--- src/sv/three_axis_rate_pid_unit_defines.svh ---
// Assertion macros shared by the rate PID unit.
`ifndef THREE_AXIS_RATE_PID_UNIT_DEFINES_SVH
`define THREE_AXIS_RATE_PID_UNIT_DEFINES_SVH

`ifndef SYNTHESIS
// Check a property on every clock edge outside reset.
`define TRPID_ASSERT_NOW(lbl, prop, msg) \
	lbl: assert property (@(posedge clk) disable iff (!arst_n) prop) else $error(msg);
// Check that a condition in one cycle is followed by another in the next.
`define TRPID_ASSERT_NEXT(lbl, ante, cons, msg) \
	lbl: assert property (@(posedge clk) disable iff (!arst_n) (ante) |=> (cons)) \
		else $error(msg);
`else
`define TRPID_ASSERT_NOW(lbl, prop, msg)
`define TRPID_ASSERT_NEXT(lbl, ante, cons, msg)
`endif

`endif

--- src/sv/trpid_pkg.sv ---
// Types, constants and arithmetic helpers of the rate PID unit.
package trpid_pkg;

	// Stick deadband edges in microseconds
	localparam logic [11:0] DEADBAND_HIGH = 12'd1508;
	localparam logic [11:0] DEADBAND_LOW  = 12'd1492;

	// ceil(2^18 / 3): exact reciprocal of three for magnitudes below 2^17
	localparam logic [16:0] RECIP3       = 17'd87382;
	localparam int          RECIP3_SHIFT = 18;

	// Axis codes
	localparam logic [1:0] AXIS_ROLL  = 2'd0;
	localparam logic [1:0] AXIS_PITCH = 2'd1;
	localparam logic [1:0] AXIS_YAW   = 2'd2;

	// Register indexes
	localparam logic [2:0] REG_P_RP    = 3'd0;
	localparam logic [2:0] REG_I_RP    = 3'd1;
	localparam logic [2:0] REG_D_RP    = 3'd2;
	localparam logic [2:0] REG_LIM_RP  = 3'd3;
	localparam logic [2:0] REG_P_YAW   = 3'd4;
	localparam logic [2:0] REG_I_YAW   = 3'd5;
	localparam logic [2:0] REG_D_YAW   = 3'd6;
	localparam logic [2:0] REG_LIM_YAW = 3'd7;

	// Gain and limit set of one axis group
	typedef struct packed {
		logic [15:0] kp;
		logic [15:0] ki;
		logic [15:0] kd;
		logic [14:0] limit;
	} trpid_gains_t;

	typedef struct packed {
		trpid_gains_t rp;
		trpid_gains_t yaw;
	} trpid_cfg_t;

	// Saturated errors of one control period, index is the axis code
	typedef logic [2:0][15:0] trpid_err_vec_t;

	// Head of the error queue as seen by the back end
	typedef struct packed {
		logic           valid;
		trpid_err_vec_t errs;
	} trpid_q_head_t;

	// Q24.12 to Q24.4, round half up
	function automatic logic signed [27:0] round_q12(input logic signed [35:0] x);
		logic signed [35:0] t;
		t = x + 36'sd128;
		return t[35:8];
	endfunction

	// Clamp to plus or minus the limit
	function automatic logic signed [15:0] clamp_sym(input logic signed [27:0] v,
		input logic [14:0] lim);
		logic signed [27:0] hi;
		logic signed [27:0] lo;
		logic signed [27:0] r;
		hi = $signed({13'b0, lim});
		lo = -hi;
		if (v > hi) begin
			r = hi;
		end else if (v < lo) begin
			r = lo;
		end else begin
			r = v;
		end
		return r[15:0];
	endfunction

endpackage

--- src/sv/trpid_in_if.sv ---
// Input channel: sticks, level corrections and measured rates of one period.
interface trpid_in_if;
	logic               valid;
	logic               ready;
	logic [11:0]        roll_stick;
	logic [11:0]        pitch_stick;
	logic [11:0]        yaw_stick;
	logic signed [15:0] roll_level;
	logic signed [15:0] pitch_level;
	logic signed [15:0] roll_rate;
	logic signed [15:0] pitch_rate;
	logic signed [15:0] yaw_rate;

	modport source (
		output valid, roll_stick, pitch_stick, yaw_stick, roll_level, pitch_level,
		output roll_rate, pitch_rate, yaw_rate,
		input  ready
	);
	modport sink (
		input  valid, roll_stick, pitch_stick, yaw_stick, roll_level, pitch_level,
		input  roll_rate, pitch_rate, yaw_rate,
		output ready
	);
endinterface

--- src/sv/trpid_out_if.sv ---
// Output channel: the three clamped PID drives of one period.
interface trpid_out_if;
	logic               valid;
	logic               ready;
	logic signed [15:0] roll_drive;
	logic signed [15:0] pitch_drive;
	logic signed [15:0] yaw_drive;

	modport source (
		output valid, roll_drive, pitch_drive, yaw_drive,
		input  ready
	);
	modport sink (
		input  valid, roll_drive, pitch_drive, yaw_drive,
		output ready
	);
endinterface

--- src/sv/trpid_front.sv ---
// Front end: setpoints from sticks, divide by three, saturated rate errors.
module trpid_front (
	input  logic                      clk,
	input  logic                      arst_n,
	trpid_in_if.sink                  in_ch,
	input  logic                      q_full,
	output logic                      q_push,
	output trpid_pkg::trpid_err_vec_t q_data
);
	import trpid_pkg::*;

	logic                     en_s1;
	logic                     en_s2;
	logic                     v_s1;
	logic                     v_s2;
	logic [2:0][11:0]         stick;
	logic [2:0][15:0]         level;
	logic [2:0][15:0]         rate;
	logic [2:0][16:0]         mag;
	logic [2:0]               neg;
	logic [2:0][16:0]         mag_s1;
	logic [2:0]               neg_s1;
	logic [2:0][15:0]         rate_s1;
	logic [2:0][15:0]         quot_s2;
	logic [2:0]               neg_s2;
	logic [2:0][15:0]         rate_s2;

	// Stall a stage only when its successor cannot take the transfer
	assign en_s2       = !v_s2 || !q_full;
	assign en_s1       = !v_s1 || en_s2;
	assign in_ch.ready = en_s1;
	assign q_push      = v_s2 && !q_full;

	assign stick = {in_ch.yaw_stick, in_ch.pitch_stick, in_ch.roll_stick};
	assign level = {16'd0, in_ch.pitch_level, in_ch.roll_level};
	assign rate  = {in_ch.yaw_rate, in_ch.pitch_rate, in_ch.roll_rate};

	// Deadband offset, level correction and magnitude for the divider
	always_comb begin
		logic signed [16:0] off;
		logic signed [17:0] num;
		for (int a = 0; a < 3; a++) begin
			if (stick[a] > DEADBAND_HIGH) begin
				off = $signed({1'b0, stick[a] - DEADBAND_HIGH, 4'b0});
			end else if (stick[a] < DEADBAND_LOW) begin
				off = $signed({1'b1, stick[a] - DEADBAND_LOW, 4'b0});
			end else begin
				off = '0;
			end
			num    = {off[16], off} - {{2{level[a][15]}}, level[a]};
			neg[a] = num[17];
			mag[a] = num[17] ? 17'(-num) : num[16:0];
		end
	end

	// Stage 1: hold magnitude, sign and measured rate
	always_ff @(posedge clk or negedge arst_n) begin
		if (!arst_n) begin
			v_s1 <= 1'b0;
		end else if (en_s1) begin
			v_s1 <= in_ch.valid;
		end
	end

	always_ff @(posedge clk) begin
		if (en_s1) begin
			mag_s1  <= mag;
			neg_s1  <= neg;
			rate_s1 <= rate;
		end
	end

	// Stage 2: divide by three through the reciprocal
	always_ff @(posedge clk or negedge arst_n) begin
		if (!arst_n) begin
			v_s2 <= 1'b0;
		end else if (en_s2) begin
			v_s2 <= v_s1;
		end
	end

	always_ff @(posedge clk) begin
		logic [33:0] prod;
		if (en_s2) begin
			for (int a = 0; a < 3; a++) begin
				prod        = mag_s1[a] * RECIP3;
				quot_s2[a] <= prod[RECIP3_SHIFT +: 16];
			end
			neg_s2  <= neg_s1;
			rate_s2 <= rate_s1;
		end
	end

	// Error = measured - setpoint, saturated to 16 bits
	always_comb begin
		logic signed [16:0] sp;
		logic signed [17:0] e;
		for (int a = 0; a < 3; a++) begin
			sp = neg_s2[a] ? -$signed({1'b0, quot_s2[a]}) : $signed({1'b0, quot_s2[a]});
			e  = {{2{rate_s2[a][15]}}, rate_s2[a]} - {sp[16], sp};
			if (e > 18'sd32767) begin
				q_data[a] = 16'h7FFF;
			end else if (e < -18'sd32768) begin
				q_data[a] = 16'h8000;
			end else begin
				q_data[a] = e[15:0];
			end
		end
	end

endmodule

--- src/sv/trpid_queue.sv ---
// Two-entry queue of error sets between the front and back ends.
module trpid_queue (
	input  logic                      clk,
	input  logic                      arst_n,
	input  logic                      push,
	input  trpid_pkg::trpid_err_vec_t push_data,
	output logic                      full,
	input  logic                      pop,
	output trpid_pkg::trpid_q_head_t  head
);
	import trpid_pkg::*;

	trpid_err_vec_t entry_q [2];
	logic           wr_ptr_q;
	logic           rd_ptr_q;
	logic [1:0]     count_q;

	assign full       = count_q == 2'd2;
	assign head.valid = count_q != 2'd0;
	assign head.errs  = entry_q[rd_ptr_q];

	// Store pushed sets
	always_ff @(posedge clk) begin
		if (push) begin
			entry_q[wr_ptr_q] <= push_data;
		end
	end

	// Advance pointers and occupancy
	always_ff @(posedge clk or negedge arst_n) begin
		if (!arst_n) begin
			wr_ptr_q <= 1'b0;
			rd_ptr_q <= 1'b0;
			count_q  <= 2'd0;
		end else begin
			if (push) begin
				wr_ptr_q <= !wr_ptr_q;
			end
			if (pop) begin
				rd_ptr_q <= !rd_ptr_q;
			end
			if (push && !pop) begin
				count_q <= count_q + 2'd1;
			end else if (pop && !push) begin
				count_q <= count_q - 2'd1;
			end
		end
	end

endmodule

--- src/sv/trpid_back.sv ---
// Back end: per-axis PID sequencer on one shared multiplier, output register.
module trpid_back (
	input  logic                     clk,
	input  logic                     arst_n,
	input  trpid_pkg::trpid_cfg_t    cfg,
	input  trpid_pkg::trpid_q_head_t head,
	output logic                     q_pop,
	trpid_out_if.source              out_ch
);
	import trpid_pkg::*;
	`include "three_axis_rate_pid_unit_defines.svh"

	// Sequencer steps within one axis
	localparam logic [2:0] STEP_IMUL  = 3'd0;
	localparam logic [2:0] STEP_INTEG = 3'd1;
	localparam logic [2:0] STEP_ACC   = 3'd2;
	localparam logic [2:0] STEP_SUM   = 3'd3;
	localparam logic [2:0] STEP_OUT   = 3'd4;

	logic                busy_q;
	logic [1:0]          axis_q;
	logic [2:0]          step_q;
	trpid_err_vec_t      err_q;
	logic signed [15:0]  integ_q [3];
	logic signed [15:0]  prev_q  [3];
	logic signed [15:0]  res_q   [2];
	logic signed [33:0]  prod_q;
	logic signed [35:0]  acc_q;
	logic                out_v_q;
	logic signed [15:0]  drive_q [3];

	trpid_gains_t        g;
	logic signed [15:0]  err;
	logic signed [16:0]  derr;
	logic signed [16:0]  mul_a;
	logic [15:0]         mul_g;
	logic signed [33:0]  prod;
	logic signed [15:0]  integ_new;
	logic signed [15:0]  res;
	logic                out_free;
	logic                last_axis;
	logic                finish;

	assign g         = (axis_q == AXIS_YAW) ? cfg.yaw : cfg.rp;
	assign err       = err_q[axis_q];
	assign derr      = {err[15], err} - {prev_q[axis_q][15], prev_q[axis_q]};
	assign out_free  = !out_v_q || out_ch.ready;
	assign last_axis = axis_q == AXIS_YAW;
	assign finish    = busy_q && step_q == STEP_OUT && last_axis && out_free;
	assign q_pop     = head.valid && !busy_q;

	// Shared multiplier: gain times error or error difference
	always_comb begin
		mul_a = {err[15], err};
		mul_g = g.ki;
		unique case (step_q)
			STEP_IMUL: begin
				mul_g = g.ki;
			end
			STEP_INTEG: begin
				mul_g = g.kp;
			end
			STEP_ACC: begin
				mul_a = derr;
				mul_g = g.kd;
			end
			default: begin
				mul_g = g.ki;
			end
		endcase
	end

	assign prod = mul_a * $signed({1'b0, mul_g});

	assign integ_new = clamp_sym(
		28'(integ_q[axis_q]) + round_q12({{2{prod_q[33]}}, prod_q}), g.limit);
	assign res = clamp_sym(round_q12(acc_q), g.limit);

	// Sequencer control
	always_ff @(posedge clk or negedge arst_n) begin
		if (!arst_n) begin
			busy_q <= 1'b0;
			axis_q <= AXIS_ROLL;
			step_q <= STEP_IMUL;
		end else if (!busy_q) begin
			if (head.valid) begin
				busy_q <= 1'b1;
				axis_q <= AXIS_ROLL;
				step_q <= STEP_IMUL;
			end
		end else begin
			unique case (step_q)
				STEP_OUT: begin
					if (!last_axis) begin
						axis_q <= axis_q + 2'd1;
						step_q <= STEP_IMUL;
					end else if (out_free) begin
						busy_q <= 1'b0;
						step_q <= STEP_IMUL;
					end
				end
				STEP_IMUL, STEP_INTEG, STEP_ACC, STEP_SUM: begin
					step_q <= step_q + 3'd1;
				end
				default: begin
					step_q <= STEP_IMUL;
				end
			endcase
		end
	end

	// Controller state: integrators and previous errors
	always_ff @(posedge clk or negedge arst_n) begin
		if (!arst_n) begin
			for (int a = 0; a < 3; a++) begin
				integ_q[a] <= '0;
				prev_q[a]  <= '0;
			end
		end else if (busy_q) begin
			if (step_q == STEP_INTEG) begin
				integ_q[axis_q] <= integ_new;
			end
			if (step_q == STEP_OUT && (!last_axis || out_free)) begin
				prev_q[axis_q] <= err;
			end
		end
	end

	// Datapath registers
	always_ff @(posedge clk) begin
		if (q_pop) begin
			err_q <= head.errs;
		end
		if (busy_q) begin
			prod_q <= prod;
			unique case (step_q)
				STEP_ACC: begin
					acc_q <= {{2{prod_q[33]}}, prod_q}
						+ {{12{integ_q[axis_q][15]}}, integ_q[axis_q], 8'b0};
				end
				STEP_SUM: begin
					acc_q <= acc_q + {{2{prod_q[33]}}, prod_q};
				end
				STEP_OUT: begin
					if (!last_axis) begin
						res_q[axis_q[0]] <= res;
					end
				end
				default: begin
					acc_q <= acc_q;
				end
			endcase
		end
		if (finish) begin
			drive_q[AXIS_ROLL]  <= res_q[0];
			drive_q[AXIS_PITCH] <= res_q[1];
			drive_q[AXIS_YAW]   <= res;
		end
	end

	// Output register: hold until the transfer completes
	always_ff @(posedge clk or negedge arst_n) begin
		if (!arst_n) begin
			out_v_q <= 1'b0;
		end else if (finish) begin
			out_v_q <= 1'b1;
		end else if (out_ch.ready) begin
			out_v_q <= 1'b0;
		end
	end

	assign out_ch.valid       = out_v_q;
	assign out_ch.roll_drive  = drive_q[AXIS_ROLL];
	assign out_ch.pitch_drive = drive_q[AXIS_PITCH];
	assign out_ch.yaw_drive   = drive_q[AXIS_YAW];

	`TRPID_ASSERT_NEXT(a_pop_starts_roll, q_pop, busy_q && axis_q == AXIS_ROLL && step_q == STEP_IMUL, "pop did not start a roll pass")
	`TRPID_ASSERT_NOW(a_seq_range, busy_q |-> (step_q <= STEP_OUT && axis_q <= AXIS_YAW), "sequencer left its range")
	`TRPID_ASSERT_NOW(a_result_from_yaw, $rose(out_v_q) |-> $past(busy_q && last_axis && step_q == STEP_OUT), "result shown without a finished yaw pass")
	`TRPID_ASSERT_NEXT(a_finish_frees, finish, !busy_q && out_v_q, "finish did not free the sequencer")

endmodule

--- src/sv/three_axis_rate_pid_unit.sv ---
// Top level of the three-axis rate PID unit: configuration registers and wiring.
//
// One input transfer carries a control period's sticks, level corrections and
// measured rates; one output transfer carries the three clamped drives. The front
// end (two register stages) turns sticks into setpoints, divides by three with a
// reciprocal multiply and forms saturated errors, then hands them through a
// two-entry queue. The back end runs one shared 17x17 multiplier through five steps
// per axis, roll, pitch then yaw, and takes the next error set from the queue only
// once it is idle again, so it starts a new item only after the last one is finished;
// input transfers are taken every cycle until the front stages and the queue are full.
// A finished result waits in an output register while the next item is already in
// work. Write configuration with cfg_we high only while no item is in flight, as the
// back end reads the gains directly; registers take the low bits of cfg_data.
module three_axis_rate_pid_unit (
	input  logic        clk,
	input  logic        arst_n,
	trpid_in_if.sink    in_ch,
	trpid_out_if.source out_ch,
	input  logic        cfg_we,
	input  logic [2:0]  cfg_index,
	input  logic [15:0] cfg_data
);
	import trpid_pkg::*;

	trpid_cfg_t     cfg_q;
	logic           q_full;
	logic           q_push;
	trpid_err_vec_t q_data;
	logic           q_pop;
	trpid_q_head_t  q_head;

	// Configuration registers
	always_ff @(posedge clk or negedge arst_n) begin
		if (!arst_n) begin
			cfg_q.rp.kp     <= 16'd333;
			cfg_q.rp.ki     <= 16'd10;
			cfg_q.rp.kd     <= 16'd4608;
			cfg_q.rp.limit  <= 15'd6400;
			cfg_q.yaw.kp    <= 16'd1024;
			cfg_q.yaw.ki    <= 16'd5;
			cfg_q.yaw.kd    <= 16'd0;
			cfg_q.yaw.limit <= 15'd6400;
		end else if (cfg_we) begin
			unique case (cfg_index)
				REG_P_RP:    cfg_q.rp.kp     <= cfg_data;
				REG_I_RP:    cfg_q.rp.ki     <= cfg_data;
				REG_D_RP:    cfg_q.rp.kd     <= cfg_data;
				REG_LIM_RP:  cfg_q.rp.limit  <= cfg_data[14:0];
				REG_P_YAW:   cfg_q.yaw.kp    <= cfg_data;
				REG_I_YAW:   cfg_q.yaw.ki    <= cfg_data;
				REG_D_YAW:   cfg_q.yaw.kd    <= cfg_data;
				REG_LIM_YAW: cfg_q.yaw.limit <= cfg_data[14:0];
				default:     cfg_q           <= cfg_q;
			endcase
		end
	end

	trpid_front u_front (
		.clk    (clk),
		.arst_n (arst_n),
		.in_ch  (in_ch),
		.q_full (q_full),
		.q_push (q_push),
		.q_data (q_data)
	);

	trpid_queue u_queue (
		.clk       (clk),
		.arst_n    (arst_n),
		.push      (q_push),
		.push_data (q_data),
		.full      (q_full),
		.pop       (q_pop),
		.head      (q_head)
	);

	trpid_back u_back (
		.clk    (clk),
		.arst_n (arst_n),
		.cfg    (cfg_q),
		.head   (q_head),
		.q_pop  (q_pop),
		.out_ch (out_ch)
	);

endmodule
--- src/flat_wrapper.sv ---
// flat-port wrapper written by rule: the top's interface ports become plain ports
module three_axis_rate_pid_unit_flat import trpid_pkg::*;
  (clk, arst_n, cfg_we, cfg_index, cfg_data, in_ch_valid, in_ch_roll_stick, in_ch_pitch_stick, in_ch_yaw_stick, in_ch_roll_level, in_ch_pitch_level, in_ch_roll_rate, in_ch_pitch_rate, in_ch_yaw_rate, in_ch_ready, out_ch_valid, out_ch_roll_drive, out_ch_pitch_drive, out_ch_yaw_drive, out_ch_ready);
  trpid_in_if in_ch_i ();
  trpid_out_if out_ch_i ();
  input  logic clk;
  input  logic arst_n;
  input  logic cfg_we;
  input  logic [2:0] cfg_index;
  input  logic [15:0] cfg_data;
  input wire logic [$bits(in_ch_i.valid)-1:0] in_ch_valid;
  input wire logic [$bits(in_ch_i.roll_stick)-1:0] in_ch_roll_stick;
  input wire logic [$bits(in_ch_i.pitch_stick)-1:0] in_ch_pitch_stick;
  input wire logic [$bits(in_ch_i.yaw_stick)-1:0] in_ch_yaw_stick;
  input wire logic [$bits(in_ch_i.roll_level)-1:0] in_ch_roll_level;
  input wire logic [$bits(in_ch_i.pitch_level)-1:0] in_ch_pitch_level;
  input wire logic [$bits(in_ch_i.roll_rate)-1:0] in_ch_roll_rate;
  input wire logic [$bits(in_ch_i.pitch_rate)-1:0] in_ch_pitch_rate;
  input wire logic [$bits(in_ch_i.yaw_rate)-1:0] in_ch_yaw_rate;
  output wire logic [$bits(in_ch_i.ready)-1:0] in_ch_ready;
  output wire logic [$bits(out_ch_i.valid)-1:0] out_ch_valid;
  output wire logic [$bits(out_ch_i.roll_drive)-1:0] out_ch_roll_drive;
  output wire logic [$bits(out_ch_i.pitch_drive)-1:0] out_ch_pitch_drive;
  output wire logic [$bits(out_ch_i.yaw_drive)-1:0] out_ch_yaw_drive;
  input wire logic [$bits(out_ch_i.ready)-1:0] out_ch_ready;
  assign in_ch_i.valid = in_ch_valid;
  assign in_ch_i.roll_stick = in_ch_roll_stick;
  assign in_ch_i.pitch_stick = in_ch_pitch_stick;
  assign in_ch_i.yaw_stick = in_ch_yaw_stick;
  assign in_ch_i.roll_level = in_ch_roll_level;
  assign in_ch_i.pitch_level = in_ch_pitch_level;
  assign in_ch_i.roll_rate = in_ch_roll_rate;
  assign in_ch_i.pitch_rate = in_ch_pitch_rate;
  assign in_ch_i.yaw_rate = in_ch_yaw_rate;
  assign in_ch_ready = in_ch_i.ready;
  assign out_ch_valid = out_ch_i.valid;
  assign out_ch_roll_drive = out_ch_i.roll_drive;
  assign out_ch_pitch_drive = out_ch_i.pitch_drive;
  assign out_ch_yaw_drive = out_ch_i.yaw_drive;
  assign out_ch_i.ready = out_ch_ready;
  three_axis_rate_pid_unit u_core (.clk(clk), .arst_n(arst_n), .in_ch(in_ch_i), .out_ch(out_ch_i), .cfg_we(cfg_we), .cfg_index(cfg_index), .cfg_data(cfg_data));
endmodule
--- config.mk ---
export PLATFORM = sky130hd
export DESIGN_NAME = three_axis_rate_pid_unit_flat
export DESIGN_NICKNAME = d
export VERILOG_FILES = /design/src/sv/trpid_pkg.sv /design/src/sv/trpid_in_if.sv /design/src/sv/trpid_out_if.sv /design/src/sv/trpid_front.sv /design/src/sv/trpid_queue.sv /design/src/sv/trpid_back.sv /design/src/sv/three_axis_rate_pid_unit.sv /design/src/flat_wrapper.sv
export VERILOG_INCLUDE_DIRS = /design/src /design/src/sv
export SDC_FILE = /design/constraint.sdc
export NUM_CORES = 2
export LEC_CHECK = 0
export BUFFER_PORTS_ARGS = -buffer_cell sky130_fd_sc_hd__buf_4
export CORE_MARGIN = 2
export CORE_UTILIZATION = 44
export CTS_CLUSTER_SIZE = 14
export DETAILED_ROUTE_END_ITERATION = 7
export HOLD_SLACK_MARGIN = 0.02
export MAX_ROUTING_LAYER = met4
export PLACE_DENSITY = 0.66
export SLEW_MARGIN = 20
export SYNTH_ARGS = -nofsm -noshare
export SYNTH_HDL_FRONTEND = slang
export SYNTH_SLANG_ARGS = --single-unit
--- constraint.sdc ---
create_clock -name clk -period 22.3 [get_ports clk]
set_input_delay 4.46 -clock clk [delete_from_list [all_inputs] [get_ports clk]]
set_output_delay 4.46 -clock clk [all_outputs]
set_load 0.02 [all_outputs]
Word-level counts from Yosys, hierarchy flattened
Memory sizes are Yosys's and may differ from the RTL's. A register that Yosys moved wholly into a read port is not among the register bits.
Index checks and enable logic that the tools add are counted.
{"block": "word_totals", "ramBits": 176, "romBits": 0, "latch_bits": 0, "wordCells": 219, "input_bits": 140, "register_bits": 506, "out_inout_bits": 50, "mem_count": 3}
{"block": "op_classes", "n_mux": 64, "n_lt_le_gt_ge": 19, "n_reduce_logical": 44, "mul": 4, "n_bitwise": 1, "shift": 0, "div": 0, "addsub": 28, "n_eq_ne": 16}
{"memory": "u_core.u_queue.entry_q", "depth": 2, "width": 48, "rd": 1, "rd_ports_with_merged_regs": 1, "wr": 1, "line": "trpid_queue.sv:13", "rtl": "trpid_err_vec_t entry_q [2];"}
{"memory": "u_core.u_back.drive_q", "depth": 3, "width": 16, "rd": 3, "rd_ports_with_merged_regs": 0, "wr": 3, "line": "trpid_back.sv:30", "rtl": "logic signed [15:0] drive_q [3];"}
{"memory": "u_core.u_back.res_q", "depth": 2, "width": 16, "rd": 2, "rd_ports_with_merged_regs": 0, "wr": 1, "line": "trpid_back.sv:26", "rtl": "logic signed [15:0] res_q [2];"}
{"operator": "two-way mux 16 bit", "n": 17}
{"operator": "two-way mux 17 bit", "n": 12}
{"operator": "multiplier 17 x 16 -> 33 bit, second input constant", "n": 3}
{"operator": "binary-select mux 16 bit (select 2 bit)", "n": 3}
{"operator": "bitwise mux 48 bit", "n": 2}
{"operator": "one-hot mux 36 bit (2 select lines)", "n": 1}
{"operator": "subtractor 12 x 11 -> 12 bit, second input constant", "n": 6}
{"operator": "two-way mux 63 bit", "n": 1}
{"operator": "> comparator 28 x 16 -> 1 bit", "n": 2}
{"operator": "less-than comparator 28 bit", "n": 2}
{"operator": "> comparator 18 x 16 -> 1 bit, second input constant", "n": 3}
{"operator": "less-than comparator 18 x 16 -> 1 bit, second input constant", "n": 3}
{"operator": "subtractor 16 x 17 -> 18 bit", "n": 3}
{"operator": "negation 16 -> 17 bit", "n": 3}
{"operator": "negation 17 bit", "n": 3}
{"operator": "adder 36 bit", "n": 1}
{"operator": "adder 36 x 9 -> 36 bit, second input constant", "n": 1}
{"operator": "> comparator 12 x 11 -> 1 bit, second input constant", "n": 3}
{"operator": "less-than comparator 12 x 11 -> 1 bit, second input constant", "n": 3}
{"operator": "subtractor 17 x 16 -> 18 bit", "n": 2}
{"operator": "adder 34 x 24 -> 35 bit", "n": 1}
{"operator": "adder 34 x 9 -> 35 bit, second input constant", "n": 1}
{"operator": "multiplier 17 x 17 -> 34 bit", "n": 1}
{"operator": "demux 16 bit (select 2 bit)", "n": 1}
{"operator": "30 further kinds", "n": 98}

Longest topological paths before layout
{"block": "logic_depth", "ltp_word": 9, "mapped_depth": 45}

By module
A second synthesis with hierarchy kept.
{"block": "unflattened", "hier_cells": 6601, "hier_area_um2": 66705.2}
{"mod": "trpid_back", "area_per_inst_um2": 32346.0, "seq_area_each_um2": 8523.2, "cells_each": 3546, "instances": 1}
{"mod": "trpid_front", "area_per_inst_um2": 25798.5, "seq_area_each_um2": 5965.7, "cells_each": 2615, "instances": 1}
{"mod": "three_axis_rate_pid_unit", "area_per_inst_um2": 4862.2, "seq_area_each_um2": 3175.5, "cells_each": 275, "instances": 1}
{"mod": "trpid_queue", "area_per_inst_um2": 3698.5, "seq_area_each_um2": 2982.9, "cells_each": 165, "instances": 1}

Least setup slack after synthesis
OpenSTA, ideal clock, no wires.
{"block": "synth_path", "kind": "reg-to-reg", "startpoint": "register u_core.u_back.axis_q[0]", "endpoint": "register u_core.u_back.prod_q[30], data pin", "arrival_ps": 9999, "stages_incl_launch_ff": 42, "required_time_ps": 22165, "n_path_buf": 6, "setup_slack_ps": 12166, "synth_period_minus_slack_ps": 10134, "path_cell_list": "dfrtp_1 > clkbuf_1 > inv_1 > nor2_1 > clkbuf_1 > buf_1 > clkbuf_1 > nand2_1 > o21ai_0 > ha_1 > inv_1 > fa_1 > a21o_1 > a21oi_1 > o21ai_0 > a21oi_1 > o21ai_0 > a21oi_1 > [... 6 more ...] > fa_1 > fa_1 > clkbuf_1 > xnor2_1 > xnor2_1 > fa_1 > fa_1 > inv_1 > fa_1 > inv_1 > ha_1 > a21o_1 > a21oi_1 > nor2_1 > a21oi_1 > o31ai_1 > or4b_2 > nand3_1"}
{"block": "synth_via", "elab_chain_cells": 7, "word_cells_on_any_way": 12, "classes_between": "add/sub: 1; mul: 1; eq/ne: 1; mux: 8; bitwise: 1"}
{"element": "from (decl)", "line": "trpid_back.sv:21", "rtl": "logic [1:0] axis_q;"}
{"element": "from (signal assigned)", "line": "trpid_back.sv:95", "rtl": "axis_q <= axis_q + 2'd1;"}
{"element": "inverter 2 -> 3 bit (implied by the code)", "line": "trpid_back.sv:46", "rtl": "assign derr = {err[15], err} - {prev_q[axis_q][15], prev_q[axis_q]};"}
{"element": "binary-select mux 16 bit (select 2 bit)", "line": "trpid_back.sv:46"}
{"element": "two-way mux 16 bit (implied by the code) (2 in a row)", "line": "trpid_back.sv:46"}
{"element": "subtractor 16 x 16 -> 17 bit", "line": "trpid_back.sv:46"}
{"element": "two-way mux 17 bit", "line": "trpid_back.sv:56", "rtl": "unique case (step_q)"}
{"element": "multiplier 17 x 17 -> 34 bit *", "line": "trpid_back.sv:73", "rtl": "assign prod = mul_a * $signed({1'b0, mul_g});"}
{"element": "via u_core.u_back.prod[30]", "line": "trpid_back.sv:37", "rtl": "logic signed [33:0] prod;"}
{"element": "to (signal assigned)", "line": "trpid_back.sv:135", "rtl": "prod_q <= prod;"}
{"element": "to (decl)", "line": "trpid_back.sv:27", "rtl": "logic signed [33:0] prod_q;"}
The timed path passes the listed nets; every way through them passes the cells marked *. The select of a mux whose other input is x is not followed.
A chain may end at the register's enable or synchronous reset.

Worst setup path after layout
{"block": "layout_path", "startpoint": "register u_core.u_back.axis_q[1]", "endpoint": "register u_core.u_back.prod_q[30], data pin"}
The elaborated chain is that of the path after synthesis.

==> reports/metrics.yaml <==
clock_tree:
  numCtsBuffers: 84
  tritoncts: "yes"
  cts_resized: 0
  clock_sinks: 726
  root_buffer: "clkbuf_16"
  insertion_delay_ns: 0.70
  htree_num_levels: 3
  clk_pin_slew_ns: 0.06
  clk_path_buf_depth: 3
  post_cts_buffers: 0
  cts_hold_buf: 0
timing:
  rsz0062_at_grt: "false"
  layout_min_cycle_time_ns: 11.38
  drv_slew: 0
  max_slew.worst_pin.slew_ns: 1.13
  clock_skew_ns: 0.0455
  timing.fmax_ghz: 0.0879
  period_share_pct: 51.0
  setup_tns_ns: 0
  finalSetupViolCount: 0
  slew_headroom_pct: 24.1
  finalHoldViolations: 0
floorplan:
  die_h_um: 390
  design.core.area_mm2: 0.148
  die_area_mm2: 0.152
  floorplan.initialDensity_pct: 44.4
  rows: 141
  die_w_um: 390
  ioPinCount: 190
routing:
  drc_errors: 0
  detail_route.wirelength_um: 157000
  ant_nets: 0
  initialDrtViolationCount: 2630
  wl_per_cell_um: 18.3
  first_pass_iters: 5
  vias_per_cell: 5.39
  vias: 46212
final_layout:
  layout.cells.most_common: "inv_1"
  layout-drive-gt1-share_pct: 10.3
  mostFrequentLayoutCells: "952 x inv_1, 748 x ha_1, 519 x fa_1, 491 x edfxtp_1, 449 x nand2_1"
  fin_util_pct: 48.8
  fin_cells: 8578
  fin_nets: 7985
  area_delta_synth_final_pct: 10.0
  num_antenna_cells: 0
min_path:
  hold_path_class: "reg2reg"
grt:
  grtUsageTotal_pct: 21.4
  grt_pass1_vias: 47929
  grt-ovfl-total: 0
  antenna_found_initial: 2
  grt_max_degree: 118
  grt_pass1_wl_um: 254000
yosys:
  ys.flop_type: "edfxtp_1"
  synthCells: 6404
  yosys_warnings: 0
  synth_edf_count: 491
  yosysSeqAreaShare_pct: 31.5
  synth_cell_type_count: 96
  yosys_register_bits: 726
  syn_area_mm2: 0.0656
  synthArstFlopShare_pct: 32.4
  syn_nets: 7813
  synth.avg_cell_area_um2: 10.2
critical_path:
  path_class: "reg2reg"
  crit_path_max_incr_delay_ns: 0.69
  critical_path_arrival_ns: 11.91
  cpMaxStageDelayCell: "buf_4"
  crit_fanout: 43
  required_ns: 22.83
  end_kind: "register"
  critPathLaunchType: "register"
run:
  maxCapViolations: 0
placement:
  hpwl_um: 126000
  dp.cells: 8419
  port_buffers: 189
  globalplace.congestion: 0.952
status:
  status: "finished, final reports clean"
==> final timing paths <==
kind	from	to	slack [ns]	depth (start not counted)
setup / recovery	u_core.u_back.axis_q[1]$_DFFE_PN0P_	u_core.u_back.prod_q[30]$_DFFE_PP_	10.92	35
hold / removal	u_core.u_front.rate_s1[45]$_DFFE_PP_	u_core.u_front.rate_s2[45]$_DFFE_PP_	0.41	0
setup reg to reg	u_core.u_back.axis_q[1]$_DFFE_PN0P_	u_core.u_back.prod_q[30]$_DFFE_PP_	10.92	35
hold reg to reg	u_core.u_front.rate_s1[45]$_DFFE_PP_	u_core.u_front.rate_s2[45]$_DFFE_PP_	0.41	0
max in group asynchronous	arst_n	u_core.u_back.prev_q[47]$_DFFE_PN0P_	16.28	3
min in group asynchronous	arst_n	u_core.cfg_q[4]$_DFFE_PN0P_	3.86	1
==> worst max-delay path, delay by kind of cell, from the launching register on <==
| family | cells | cell delay, ns |
|---|---|---|
| adder cells (fa/ha/maj) | 8 | 3.77 |
| AO/OA/AOI/OAI | 14 | 3.27 |
| AND/OR/NAND/NOR | 6 | 1.54 |
| XOR/XNOR | 2 | 0.90 |
| buffers and inverters | 4 | 0.85 |
| flip-flops | 1 | 0.54 |
| multiplexers | 1 | 0.28 |
==> cells by family (layout without fill, tap and decap cells) <==
group,count (synthesis),after routing,synth area share (%)
xor+xnor,372,372,4.96
other cells,1,1,0.00571
fa+ha+maj,1273,1273,30.2
flops,726,726,31.5
compound gates,1155,1155,11.4
simple gates,1451,1451,10.3
mux,315,315,5.24
buf+inv,1111,1355,6.42
==> per-layer routing <==
| metal | GRT usage [%] | routed length [um] |
|---|---|---|
| met4 | 7.20 | 5440 |
| met1 | 26.5 | 68800 |
| met2 | 36.2 | 76200 |
| met5 | - | 0 |
| met3 | 2.91 | 6510 |
==> state kept, by name, indices dropped and copies added, names as in the netlist, 2 cells and up <==
| register | count |
|---|---|
| u_core.cfg_q | 126 |
| u_core.u_back.acc_q | 36 |
| u_core.u_back.axis_q | 2 |
| u_core.u_back.drive_q | 48 |
| u_core.u_back.err_q | 48 |
| u_core.u_back.integ_q | 48 |
| u_core.u_back.prev_q | 48 |
| u_core.u_back.prod_q | 34 |
| u_core.u_back.res_q | 32 |
| u_core.u_back.step_q | 3 |
| u_core.u_front.mag_s1 | 47 |
| u_core.u_front.neg_s1 | 3 |
| u_core.u_front.neg_s2 | 3 |
| u_core.u_front.quot_s2 | 48 |
| u_core.u_front.rate_s1 | 48 |
| u_core.u_front.rate_s2 | 48 |
| u_core.u_queue.count_q | 2 |
| u_core.u_queue.entry_q | 96 |
==> per-stage QoR <==
stage,instance area (um^2),hold WS (ns),worst slack (ns)
finish,72200,0.412,10.92
global route,72200,0.422,10.05
CTS,72200,0.412,10.98
detailed placement,69400,0.405,11.06
global placement,69400,0.402,11.38
floorplan,65600,0.400,12.17
==> cell usage after synthesis (27+ instances only) <==
master / number / area, um^2
clkbuf_1: 127 / 477
nand3_1: 79 / 395
o21ai_1: 29 / 145
xnor2_1: 238 / 2080
a31oi_1: 44 / 275
mux2i_1: 108 / 1080
edfxtp_1: 491 / 14700
o31ai_1: 36 / 270
o21ai_0: 251 / 1260
a21oi_1: 305 / 1530
o21a_1: 52 / 390
inv_1: 953 / 3580
nor2b_1: 71 / 444
nand2_1: 450 / 1690
and2_1: 37 / 231
or3_1: 48 / 300
dfrtp_1: 217 / 5430
xor2_1: 134 / 1170
o21bai_1: 27 / 203
nor2_1: 441 / 1660
a211oi_1: 40 / 300
nand4_1: 44 / 275
and3_1: 49 / 307
nand2b_1: 55 / 344
fa_1: 519 / 10400
a21o_1: 137 / 1030
nor3_1: 76 / 380
mux2_2: 202 / 2270
ha_1: 750 / 9380
==> final cells by class <==
| type | count | area (um^2) |
|---|---|---|
| sequential | 726 | 20700 |
| inverter | 953 | 3580 |
| timing repair buffer | 244 | 1840 |
| clock inverter | 57 | 606 |
| fill | 13439 | 75600 |
| tap | 1930 | 2410 |
| multi-input combinational | 4567 | 40900 |
| clock buffer | 101 | 2190 |
Power is left out: the tool's default activity adds up to more than one toggle a clock period on the data nets, which glitch-free logic cannot reach.
